--- config.mk ---
export PLATFORM = sky130hd
export DESIGN_NAME = gmlos_seq_flat
export DESIGN_NICKNAME = d
export VERILOG_FILES = /design/src/rtl/gmlos_pkg.sv /design/src/rtl/gmlos_req_if.sv /design/src/rtl/gmlos_seq.sv /design/src/flat_wrapper.sv
export SDC_FILE = /design/constraint.sdc
export NUM_CORES = 1
export LEC_CHECK = 0
export BUFFER_PORTS_ARGS = -buffer_cell sky130_fd_sc_hd__buf_2
export CELL_PAD_IN_SITES_DETAIL_PLACEMENT = 1
export CELL_PAD_IN_SITES_GLOBAL_PLACEMENT = 1
export CORE_UTILIZATION = 35
export CTS_CLUSTER_DIAMETER = 60
export DETAILED_ROUTE_END_ITERATION = 8
export PLACE_DENSITY_LB_ADDON = 0.1
export SETUP_SLACK_MARGIN = 0.02
export SYNTH_ARGS = -nofsm -noshare
export SYNTH_HDL_FRONTEND = slang
export SYNTH_SLANG_ARGS = --single-unit
--- constraint.sdc ---
create_clock -name clock -period 15.6 [get_ports clock]
set_input_delay 0.78 -clock clock [delete_from_list [all_inputs] [get_ports clock]]
set_output_delay 0.78 -clock clock [all_outputs]
set_load 0.02 [all_outputs]
--- src/rtl/gmlos_pkg.sv ---
package gmlos_pkg;

   localparam int MAX_COLUMNS = 64;
   localparam int MAX_ROWS    = 64;
   localparam int COL_BITS    = (MAX_COLUMNS > 1) ? $clog2(MAX_COLUMNS) : 1;
   localparam int ROW_BITS    = (MAX_ROWS > 1) ? $clog2(MAX_ROWS) : 1;
   localparam int DEPTH       = MAX_COLUMNS * MAX_ROWS;
   localparam int ADDR_BITS   = (DEPTH > 1) ? $clog2(DEPTH) : 1;
   localparam int DIM_W       = 9;   // holds up to 511
   localparam int CW          = 10;  // signed working coordinate
   localparam int EW          = 12;  // line error term

   typedef enum logic [2:0] {
      OP_WRITE   = 3'd0,
      OP_RECT    = 3'd1,
      OP_DISC    = 3'd2,
      OP_READ    = 3'd3,
      OP_LOS     = 3'd4,
      OP_NEAREST = 3'd5
   } op_type;

   localparam logic [2:0] TYPE_WALKABLE = 3'd0;
   localparam logic [2:0] TYPE_BLOCKED  = 3'd1;
   localparam logic [2:0] TYPE_LAST     = 3'd4;

   localparam logic [0:0] CSR_GRID_WIDTH  = 1'b0;
   localparam logic [0:0] CSR_GRID_HEIGHT = 1'b1;

   typedef struct packed {
      logic [DIM_W-1:0] cols;
      logic [DIM_W-1:0] rows;
   } grid_dim_type;

   typedef struct packed {
      logic                  visible;
      logic [2:0]            type_read;
      logic signed [7:0]     found_x;
      logic signed [7:0]     found_y;
   } result_type;

   typedef struct packed {
      logic                 we;
      logic [ADDR_BITS-1:0] addr;
      logic [2:0]           wdata;
   } mem_req_type;

   function automatic logic in_grid(input logic signed [CW-1:0] x,
                                    input logic signed [CW-1:0] y,
                                    input grid_dim_type dim);
      logic signed [CW-1:0] c;
      logic signed [CW-1:0] r;
      c = $signed({{(CW-DIM_W){1'b0}}, dim.cols});
      r = $signed({{(CW-DIM_W){1'b0}}, dim.rows});
      return (x >= 0) && (x < c) && (y >= 0) && (y < r);
   endfunction

   function automatic logic [ADDR_BITS-1:0] cell_addr(input logic signed [CW-1:0] x,
                                                      input logic signed [CW-1:0] y);
      logic [ADDR_BITS+DIM_W-1:0] a;
      a = ADDR_BITS'(y[ROW_BITS-1:0]) * (ADDR_BITS+DIM_W)'(MAX_COLUMNS)
          + (ADDR_BITS+DIM_W)'(x[COL_BITS-1:0]);
      return a[ADDR_BITS-1:0];
   endfunction

endpackage

--- src/rtl/gmlos_req_if.sv ---
interface gmlos_req_if;
   logic              valid;
   logic              ready;
   logic [2:0]        operation;
   logic signed [7:0] x_a;
   logic signed [7:0] y_a;
   logic signed [7:0] x_b;
   logic signed [7:0] y_b;
   logic [5:0]        radius;
   logic [2:0]        cell_type;

   modport source (output valid, operation, x_a, y_a, x_b, y_b, radius, cell_type,
                   input ready);
   modport sink (input valid, operation, x_a, y_a, x_b, y_b, radius, cell_type,
                 output ready);
endinterface

--- src/rtl/gmlos_seq.sv ---
module gmlos_seq (
   input  logic                 clock,
   input  logic                 reset,
   gmlos_req_if.sink            req_if,
   input  gmlos_pkg::grid_dim_type  dim,
   output logic                 res_valid,
   input  logic                 res_ready,
   output gmlos_pkg::result_type    res,
   output gmlos_pkg::mem_req_type   mem_req,
   input  logic [2:0]           mem_rdata
);
   import gmlos_pkg::*;

   typedef enum logic [2:0] {S_CLEAR, S_IDLE, S_FILL, S_RD, S_EV, S_DONE} state_type;

   state_type               state_ff;
   logic [ADDR_BITS-1:0]    clr_ff;
   op_type                  op_ff;
   logic [2:0]              ct_ff;
   logic                    disc_ff;
   logic signed [CW-1:0]    bx_ff, by_ff, cx_ff, cy_ff;
   logic signed [CW-1:0]    xlo_ff, xhi_ff, yhi_ff;
   logic signed [CW-1:0]    ex_ff, ey_ff;
   logic signed [EW-1:0]    dx_ff, dy_ff, err_ff;
   logic                    sx_ff, sy_ff;
   logic [5:0]              rad_ff, r_ff;
   logic [11:0]             rr_ff;
   logic                    inb_ff;
   result_type              res_ff;

   logic signed [CW-1:0]    cell_x, cell_y;
   logic                    cell_in;
   logic signed [2*CW-1:0]  sq;
   logic                    walk;
   logic signed [EW-1:0]    e2;
   logic signed [CW-1:0]    r_s;
   logic signed [CW-1:0]    ax, ay, bx_req, by_req;
   logic signed [CW-1:0]    ddx, ddy;

   assign cell_x  = bx_ff + cx_ff;
   assign cell_y  = by_ff + cy_ff;
   assign cell_in = in_grid(cell_x, cell_y, dim);
   assign sq      = cx_ff * cx_ff + cy_ff * cy_ff;
   assign walk    = inb_ff && (mem_rdata != TYPE_BLOCKED);
   assign e2      = err_ff <<< 1;
   assign r_s     = $signed({{(CW-6){1'b0}}, r_ff});
   assign ax      = CW'(req_if.x_a);
   assign ay      = CW'(req_if.y_a);
   assign bx_req  = CW'(req_if.x_b);
   assign by_req  = CW'(req_if.y_b);
   assign ddx     = bx_req - ax;
   assign ddy     = by_req - ay;

   assign req_if.ready = (state_ff == S_IDLE);
   assign res_valid    = (state_ff == S_DONE);
   assign res          = res_ff;

   always_comb begin
      mem_req.we    = 1'b0;
      mem_req.addr  = cell_addr(cell_x, cell_y);
      mem_req.wdata = ct_ff;
      if (state_ff == S_CLEAR) begin
         mem_req.we    = 1'b1;
         mem_req.addr  = clr_ff;
         mem_req.wdata = TYPE_WALKABLE;
      end else if (state_ff == S_FILL) begin
         mem_req.we = cell_in && (!disc_ff || (sq <= $signed({{(2*CW-12){1'b0}}, rr_ff})));
      end
   end

   always_ff @(posedge clock) begin
      if (reset) begin
         state_ff <= S_CLEAR;
         clr_ff   <= '0;
      end else begin
         unique case (state_ff)
            S_CLEAR: begin
               clr_ff <= clr_ff + 1'b1;
               if (clr_ff == ADDR_BITS'(DEPTH - 1)) begin
                  state_ff <= S_IDLE;
               end
            end
            S_IDLE: begin
               if (req_if.valid) begin
                  op_ff   <= op_type'(req_if.operation);
                  ct_ff   <= req_if.cell_type;
                  rad_ff  <= req_if.radius;
                  rr_ff   <= 12'(req_if.radius) * 12'(req_if.radius);
                  res_ff  <= '0;
                  disc_ff <= (req_if.operation == OP_DISC);
                  bx_ff   <= (req_if.operation == OP_DISC || req_if.operation == OP_NEAREST)
                             ? ax : '0;
                  by_ff   <= (req_if.operation == OP_DISC || req_if.operation == OP_NEAREST)
                             ? ay : '0;
                  ex_ff   <= bx_req;
                  ey_ff   <= by_req;
                  r_ff    <= '0;
                  unique case (req_if.operation)
                     OP_WRITE, OP_RECT: begin
                        cx_ff  <= (req_if.operation == OP_WRITE || ax < bx_req) ? ax : bx_req;
                        cy_ff  <= (req_if.operation == OP_WRITE || ay < by_req) ? ay : by_req;
                        xlo_ff <= (req_if.operation == OP_WRITE || ax < bx_req) ? ax : bx_req;
                        xhi_ff <= (req_if.operation == OP_WRITE || ax >= bx_req) ? ax : bx_req;
                        yhi_ff <= (req_if.operation == OP_WRITE || ay >= by_req) ? ay : by_req;
                        state_ff <= (req_if.cell_type > TYPE_LAST) ? S_DONE : S_FILL;
                     end
                     OP_DISC: begin
                        cx_ff   <= -$signed({{(CW-6){1'b0}}, req_if.radius});
                        cy_ff   <= -$signed({{(CW-6){1'b0}}, req_if.radius});
                        xlo_ff  <= -$signed({{(CW-6){1'b0}}, req_if.radius});
                        xhi_ff  <= $signed({{(CW-6){1'b0}}, req_if.radius});
                        yhi_ff  <= $signed({{(CW-6){1'b0}}, req_if.radius});
                        state_ff <= (req_if.cell_type > TYPE_LAST) ? S_DONE : S_FILL;
                     end
                     OP_READ, OP_LOS: begin
                        cx_ff    <= ax;
                        cy_ff    <= ay;
                        dx_ff    <= EW'(ddx[CW-1] ? -ddx : ddx);
                        dy_ff    <= EW'(ddy[CW-1] ? -ddy : ddy);
                        err_ff   <= EW'(ddx[CW-1] ? -ddx : ddx) - EW'(ddy[CW-1] ? -ddy : ddy);
                        sx_ff    <= (ax < bx_req);
                        sy_ff    <= (ay < by_req);
                        state_ff <= S_RD;
                     end
                     OP_NEAREST: begin
                        cx_ff    <= '0;
                        cy_ff    <= '0;
                        state_ff <= S_RD;
                     end
                     default: state_ff <= S_DONE;
                  endcase
               end
            end
            S_FILL: begin
               if (cx_ff == xhi_ff) begin
                  cx_ff <= xlo_ff;
                  if (cy_ff == yhi_ff) begin
                     state_ff <= S_DONE;
                  end else begin
                     cy_ff <= cy_ff + 1'b1;
                  end
               end else begin
                  cx_ff <= cx_ff + 1'b1;
               end
            end
            S_RD: begin
               inb_ff   <= cell_in;
               state_ff <= S_EV;
            end
            S_EV: begin
               unique case (op_ff)
                  OP_READ: begin
                     res_ff.type_read <= inb_ff ? mem_rdata : TYPE_BLOCKED;
                     state_ff <= S_DONE;
                  end
                  OP_LOS: begin
                     if (!walk) begin
                        state_ff <= S_DONE;
                     end else if (cx_ff == ex_ff && cy_ff == ey_ff) begin
                        res_ff.visible <= 1'b1;
                        state_ff <= S_DONE;
                     end else begin
                        state_ff <= S_RD;
                        if (e2 > -dy_ff && e2 < dx_ff) begin
                           err_ff <= err_ff - dy_ff + dx_ff;
                        end else if (e2 > -dy_ff) begin
                           err_ff <= err_ff - dy_ff;
                        end else if (e2 < dx_ff) begin
                           err_ff <= err_ff + dx_ff;
                        end
                        if (e2 > -dy_ff) begin
                           cx_ff <= sx_ff ? cx_ff + 1'b1 : cx_ff - 1'b1;
                        end
                        if (e2 < dx_ff) begin
                           cy_ff <= sy_ff ? cy_ff + 1'b1 : cy_ff - 1'b1;
                        end
                     end
                  end
                  default: begin
                     // ring walk: top and bottom rows in full, sides at both ends
                     if (walk) begin
                        res_ff.found_x <= cell_x[7:0];
                        res_ff.found_y <= cell_y[7:0];
                        state_ff <= S_DONE;
                     end else if ((r_ff == '0 && rad_ff == '0)
                                  || (r_ff == rad_ff && cx_ff == r_s && cy_ff == r_s)) begin
                        res_ff.found_x <= bx_ff[7:0];
                        res_ff.found_y <= by_ff[7:0];
                        state_ff <= S_DONE;
                     end else begin
                        state_ff <= S_RD;
                        if (r_ff == '0) begin
                           r_ff  <= 6'd1;
                           cx_ff <= -CW'(1);
                           cy_ff <= -CW'(1);
                        end else if (cx_ff == r_s) begin
                           if (cy_ff == r_s) begin
                              r_ff  <= r_ff + 1'b1;
                              cx_ff <= -(r_s + 1'b1);
                              cy_ff <= -(r_s + 1'b1);
                           end else begin
                              cy_ff <= cy_ff + 1'b1;
                              cx_ff <= -r_s;
                           end
                        end else if (cy_ff == r_s || cy_ff == -r_s) begin
                           cx_ff <= cx_ff + 1'b1;
                        end else begin
                           cx_ff <= r_s;
                        end
                     end
                  end
               endcase
            end
            S_DONE: begin
               if (res_ready) begin
                  state_ff <= S_IDLE;
               end
            end
            default: state_ff <= S_IDLE;
         endcase
      end
   end
endmodule

--- src/flat_wrapper.sv ---
// flat-port wrapper written by rule: the top's interface ports become plain ports
module gmlos_seq_flat import gmlos_pkg::*;
  (clock, reset, dim, res_valid, res_ready, res, mem_req, mem_rdata, req_if_valid, req_if_operation, req_if_x_a, req_if_y_a, req_if_x_b, req_if_y_b, req_if_radius, req_if_cell_type, req_if_ready);
  gmlos_req_if req_if_i ();
  input  logic clock;
  input  logic reset;
  input  gmlos_pkg::grid_dim_type dim;
  output logic res_valid;
  input  logic res_ready;
  output gmlos_pkg::result_type res;
  output gmlos_pkg::mem_req_type mem_req;
  input  logic [2:0] mem_rdata;
  input wire logic [$bits(req_if_i.valid)-1:0] req_if_valid;
  input wire logic [$bits(req_if_i.operation)-1:0] req_if_operation;
  input wire logic [$bits(req_if_i.x_a)-1:0] req_if_x_a;
  input wire logic [$bits(req_if_i.y_a)-1:0] req_if_y_a;
  input wire logic [$bits(req_if_i.x_b)-1:0] req_if_x_b;
  input wire logic [$bits(req_if_i.y_b)-1:0] req_if_y_b;
  input wire logic [$bits(req_if_i.radius)-1:0] req_if_radius;
  input wire logic [$bits(req_if_i.cell_type)-1:0] req_if_cell_type;
  output wire logic [$bits(req_if_i.ready)-1:0] req_if_ready;
  assign req_if_i.valid = req_if_valid;
  assign req_if_i.operation = req_if_operation;
  assign req_if_i.x_a = req_if_x_a;
  assign req_if_i.y_a = req_if_y_a;
  assign req_if_i.x_b = req_if_x_b;
  assign req_if_i.y_b = req_if_y_b;
  assign req_if_i.radius = req_if_radius;
  assign req_if_i.cell_type = req_if_cell_type;
  assign req_if_ready = req_if_i.ready;
  gmlos_seq u_core (.clock(clock), .reset(reset), .req_if(req_if_i), .dim(dim), .res_valid(res_valid), .res_ready(res_ready), .res(res), .mem_req(mem_req), .mem_rdata(mem_rdata));
endmodule
# ---- After elaboration in Yosys (flattened, before gate mapping)
# Index checks and enable logic that the tools add are counted.
dict set report op_classes {
  n_reduce_logical 43
  magnitude_cmp 12
  muxes 82
  n_addsub 23
  bitwise 1
  n_eq_ne 50
  multipliers 3
}
# op count
set ops {}
lappend ops {{$mux W10} 28}
lappend ops {{$mux W12} 10}
lappend ops {{$pmux W10 S2} 5}
lappend ops {{$pmux W10 S4} 2}
lappend ops {{$pmux W10 S3} 2}
lappend ops {{$mux W16} 3}
lappend ops {{$mux W6} 7}
lappend ops {{$mul A10 B10 Y20} 2}
lappend ops {{$pmux W20 S2} 1}
lappend ops {{$mux W3} 12}
lappend ops {{$eq A10 B10 Y1} 3}
lappend ops {{$add A12 B12 Y12} 2}
lappend ops {{$neg A9 Y12} 2}
lappend ops {{$pmux W12 S2} 1}
lappend ops {{$sub A12 B12 Y12} 2}
lappend ops {{$add A10 B1 Y10 const B} 2}
lappend ops {{$add A20 B20 Y20} 1}
lappend ops {{$add A8 B10 Y10} 2}
lappend ops {{$eq A10 B7 Y1} 2}
lappend ops {{$eq A10 B8 Y1} 2}
lappend ops {{$ge A10 B1 Y1 const B} 2}
lappend ops {{$le A20 B13 Y1} 1}
lappend ops {{$lt A10 B10 Y1} 2}
lappend ops {{$mux W20} 1}
lappend ops {{50 further kinds} 117}
dict set report word_totals {
  out_inout_bits 38
  regBits 187
}

# ---- Depth between registers and ports, before layout
dict set report depth {
  word_depth 10
  ltp_mapped 34
  mapped_depth_nobuf 32
}

# ---- Worst setup path after synthesis
# Ideal clock, no wire load.
dict set report synth_timing {
  path_kind {register -> output}
  start {reg u_core.cy_ff[0]}
  end {out mem_req[15] (netlist bit)}
  path_stages_with_launch 29
  n_path_buf 2
  arrival_ns 8.132
  path_slack_ns 6.688
  path_cell_list {edfxtp_1 -> clkbuf_1 -> clkbuf_1 -> nand2_1 -> inv_1 -> fa_1 -> inv_1 -> fa_1 -> fa_1 -> inv_1 -> fa_1 -> fa_1 -> fa_1 -> inv_1 -> fa_1 -> inv_1 -> ha_1 -> o21a_1 -> a21oi_1 -> xnor2_1 -> ha_1 -> nand4_1 -> or2_2 -> a21oi_1 -> a211oi_1 -> a21oi_1 -> or4_1 -> o311a_1 -> o41ai_1}
}
# item line
set synth_rtl {}
lappend synth_rtl {{from (decl)} gmlos_seq.sv:21} ;# logic signed [CW-1:0] bx_ff, by_ff, cx_ff, cy_ff;
lappend synth_rtl {{from (signal assigned)} gmlos_seq.sv:101} ;# cy_ff <= (req_if.operation == OP_WRITE || ay < by_req) ? ay : by_req;
lappend synth_rtl {{from (signal assigned)} gmlos_seq.sv:109} ;# cy_ff <= -$signed({{(CW-6){1'b0}}, req_if.radius});
lappend synth_rtl {{from (signal assigned)} gmlos_seq.sv:117} ;# cy_ff <= ay;
lappend synth_rtl {{to (decl)} flat_wrapper.sv:11} ;# output gmlos_pkg::mem_req_type mem_req;

==> flow_summary_export.csv <==
group,metric,value,unit
setup_path,crit_type,"reg2out",
cts,root_buffer,"clkbuf_16",
setup_path,rr_endpoint,"u_core.cy_ff[3]",
synth,synth_compound_area_frac,0.130,
floorplan,coreArea,0.0647,mm²
routing,via_count,18800,
synth,synth-seq-area-share,0.228,
floorplan,start_util,0.356,
layout,nNetsFinal,3119,
cts,cts_hold_buf,0,
status,status,"complete, no violations",
worst_hold_path,holdPathStages,1,
synth,synthArstFlopShare,0,
global_routing,grt_max_degree,56,
synth,netlist_area,0.0230,mm²
timing,worst_pin_slew,1040,ps
setup_path,crit_top_cell,"fa_1",
cts,htreeDepth,4,
placed_design,gp_congestion,0.892,
job,max_cap_violations,0,
layout,fin_util,0.389,
routing,wirelength,80400,µm
floorplan,die_h,258,µm
cts,clk_path_buf_depth,2,
setup_path,cp_max_fo,12,
synth,muxShareOfSynthArea,0.0262,
routing,routedWlPerCell,23.1,µm
global_routing,antenna_found_initial,1,
synth,synth_top_family_by_area,"adder cells",
synth,synth_xor_xnor_area_share,0.0841,
setup_path,path_delay_family,"adder cells",
setup_path,slowest_stage,"edfxtp_1",
timing,setup-violations-final,0,
timing,rsz0062_at_grt,"no",
synth,synth.largest_area_cell,"edfxtp_1",
setup_path,crit_path_start_kind,"register",
setup_path,reg2reg_depth,9,
routing,drt.antenna.violating_nets,0,
cts,cts_tree,"done",
synth,ys_ff_latch,180,
synth,synth_edf_count,165,
synth,yosysMostFrequentCell,"inv_1",
floorplan,dieArea,0.0668,mm²
worst_hold_path,worstHoldStart,"req_if_cell_type[0]",
timing,skew,19.5,ps
global_routing,grt_overflow,0,
setup_path,endpoint_kind,"output port",
cts,clock_latency,500,ps
synth,yosys.area_share.simple,0.144,
routing,viasPerCell,5.41,
synth,synth.top_cell.area_share,0.215,
layout,drive_above_1_share,0.0837,
synth,synthAdderAreaFrac,0.306,
cts,clk_pin_slew_worst_paths,80,ps
synth,netlist_instances,2545,
routing,drtPass1Iterations,5,
setup_path,crit_required,14820,ps
synth,ys_warn_count,0,
placed_design,dp_hpwl,66100,µm
routing,drt_iter0_drc,1274,
synth,synth_ff_type,"edfxtp_1",
placed_design,numPortBuffers,106,
setup_path,critPathBufInv,6,
timing,max_slew_margin,0.295,
floorplan,pin_count,107,
layout,syn_to_final_growth,9.36,%
setup_path,crit_arrival,9260,ps
synth,synthTopCellsByArea,"edfxtp_1 22%, fa_1 18%, ha_1 12%",
global_routing,gr-usage-all-layers,0.244,
cts,cts_buffers,17,
setup_path,reg2reg_from,"u_core.cy_ff[4]",
cts,cts.repair.resized,0,
pwr,power.leakage,0.0114,µW
cts,postCtsSetupRepairBufs,0,
floorplan,die_w,258,µm
pwr,vdd_drop_max,0.000430,V
timing,max_freq,0.0996,GHz
setup_path,cpPeakStageDelay,730,ps
cts,cts_sinks,180,
pwr,p_per_area,228,mW/mm²
timing,post-route-min-period,10040,ps
worst_hold_path,hold_end,"u_core.ct_ff[0]",
worst_hold_path,hp-class,"in2reg",
synth,synth_area_per_cell,9.04,µm²
global_routing,grt_pass1_vias,19800,
timing,slew_violations,0,
routing,post-route-drc-count,0,
synth,synth.distinct_cells,86,
timing,period_share,0.644,
setup_path,r2r_slack,11170,ps
floorplan,fp-row-count,93,
synth,synth_common_cells,"386 x inv_1, 229 x nand2_1, 223 x ha_1",
timing,setup_tns,0,ps
global_routing,grt_pass1_wl,122000,µm
timing,hold_violations,0,
-- through the flow --
stage	instance area, µm²	total power [µW]	cells	setup slack (ps)	hold slack, ps
global route	25200	6300	3483	5140	457
CTS	25200	5740	3483	5520	457
finish	25200	5740	3484	5560	472
global placement	24500	5140	3451	6190	521
floorplan	23000	4020	2551	6690	487
detailed placement	24500	5230	3451	6060	527
-- layout by cell type (no fill, tap or decap), drive strengths merged, types with 12 or more instances in the layout --
| cell type | n |
|---|---|
| a211oi | 16 |
| a21o | 31 |
| a21oi | 137 |
| a221oi | 13 |
| a31oi | 14 |
| and2 | 38 |
| and3 | 15 |
| buf | 142 |
| clkbuf | 21 |
| dfxtp | 15 |
| edfxtp | 165 |
| fa | 212 |
| ha | 223 |
| inv | 394 |
| mux2i | 50 |
| nand2 | 229 |
| nand2b | 19 |
| nand3 | 32 |
| nand4 | 23 |
| nor2 | 186 |
| nor2b | 36 |
| nor3 | 62 |
| nor4 | 17 |
| o211ai | 19 |
| o21a | 20 |
| o21ai | 85 |
| o21bai | 15 |
| o221ai | 12 |
| o31ai | 12 |
| or2 | 15 |
| or3 | 13 |
| xnor2 | 141 |
| xor2 | 80 |
-- registers in the layout, indices dropped and copies added (netlist names), 3 cells and up --
name	cells
u_core.cy_ff	10
u_core.rr_ff	11
u_core.xlo_ff	10
u_core.by_ff	8
u_core.clr_ff	12
u_core.err_ff	11
u_core.op_ff	3
u_core.cx_ff	10
u_core.rad_ff	5
u_core.res	20
u_core.state_ff	3
u_core.dx_ff	12
u_core.bx_ff	8
u_core.ex_ff	8
u_core.dy_ff	12
u_core.xhi_ff	8
u_core.ct_ff	3
u_core.ey_ff	8
u_core.yhi_ff	8
u_core.r_ff	6
-- logic make-up (layout without fill, tap and decap cells) --
| logic type | Yosys count | count (layout) |
|---|---|---|
| AOI/OAI and AO/OA | 453 | 453 |
| other | 2 | 9 |
| buffers and inverters | 489 | 566 |
| muxes | 58 | 58 |
| xor gates and xnor gates | 221 | 221 |
| adders and majority gates | 435 | 435 |
| and+or+nand+nor | 707 | 707 |
| DFF | 180 | 180 |
-- report_power, final --
| group | internal (µW) | switching, µW |
|---|---|---|
| sequential | 575 | 30.3 |
| clock | 240 | 233 |
| combinational | 1870 | 2790 |
-- metal layers --
| metal | global-route usage | wire length [µm] | vias to the layer above |
|---|---|---|---|
| met5 | 0 | 0 | - |
| li1 | - | - | 8708 |
| met4 | 0.0671 | 2030 | 0 |
| met2 | 0.388 | 36700 | 467 |
| met3 | 0.0330 | 3950 | 93 |
| met1 | 0.345 | 37700 | 9573 |
-- cell type report --
type / count / area [µm²]
multi-input cells: 1882 / 15900
repair buffers: 142 / 801
well taps: 855 / 1070
clock buffers: 21 / 503
inverters: 392 / 1470
fillers: 7632 / 39500
clock inverters: 11 / 124
flip-flops and latches: 180 / 5260
diodes: 1 / 2.50
-- worst max-delay path by stage --
stage                    startpoint     endpoint  slack, ps  cells past startpoint
CTS                 u_core.cy_ff[9]  mem_req[15]       5520                     28
detailed placement  u_core.cx_ff[5]  mem_req[15]       6060                     28
finish              u_core.cx_ff[5]  mem_req[15]       5560                     28
global placement    u_core.cy_ff[8]  mem_req[15]       6190                     26
global route        u_core.cx_ff[5]  mem_req[15]       5140                     28
floorplan           u_core.cy_ff[0]  mem_req[15]       6690                     28
-- worst register-to-register path: stages, from the launching register on --
cell	delay (ps)
edfxtp_1	740
buf_4	350
xor2_1	150
or4_4	570
nor4_4	790
o21ai_1	150
a21oi_2	520
inv_1	130
mux4_2	480
o31a_1	300
Note: power is estimated with default switching activity, not from simulation.
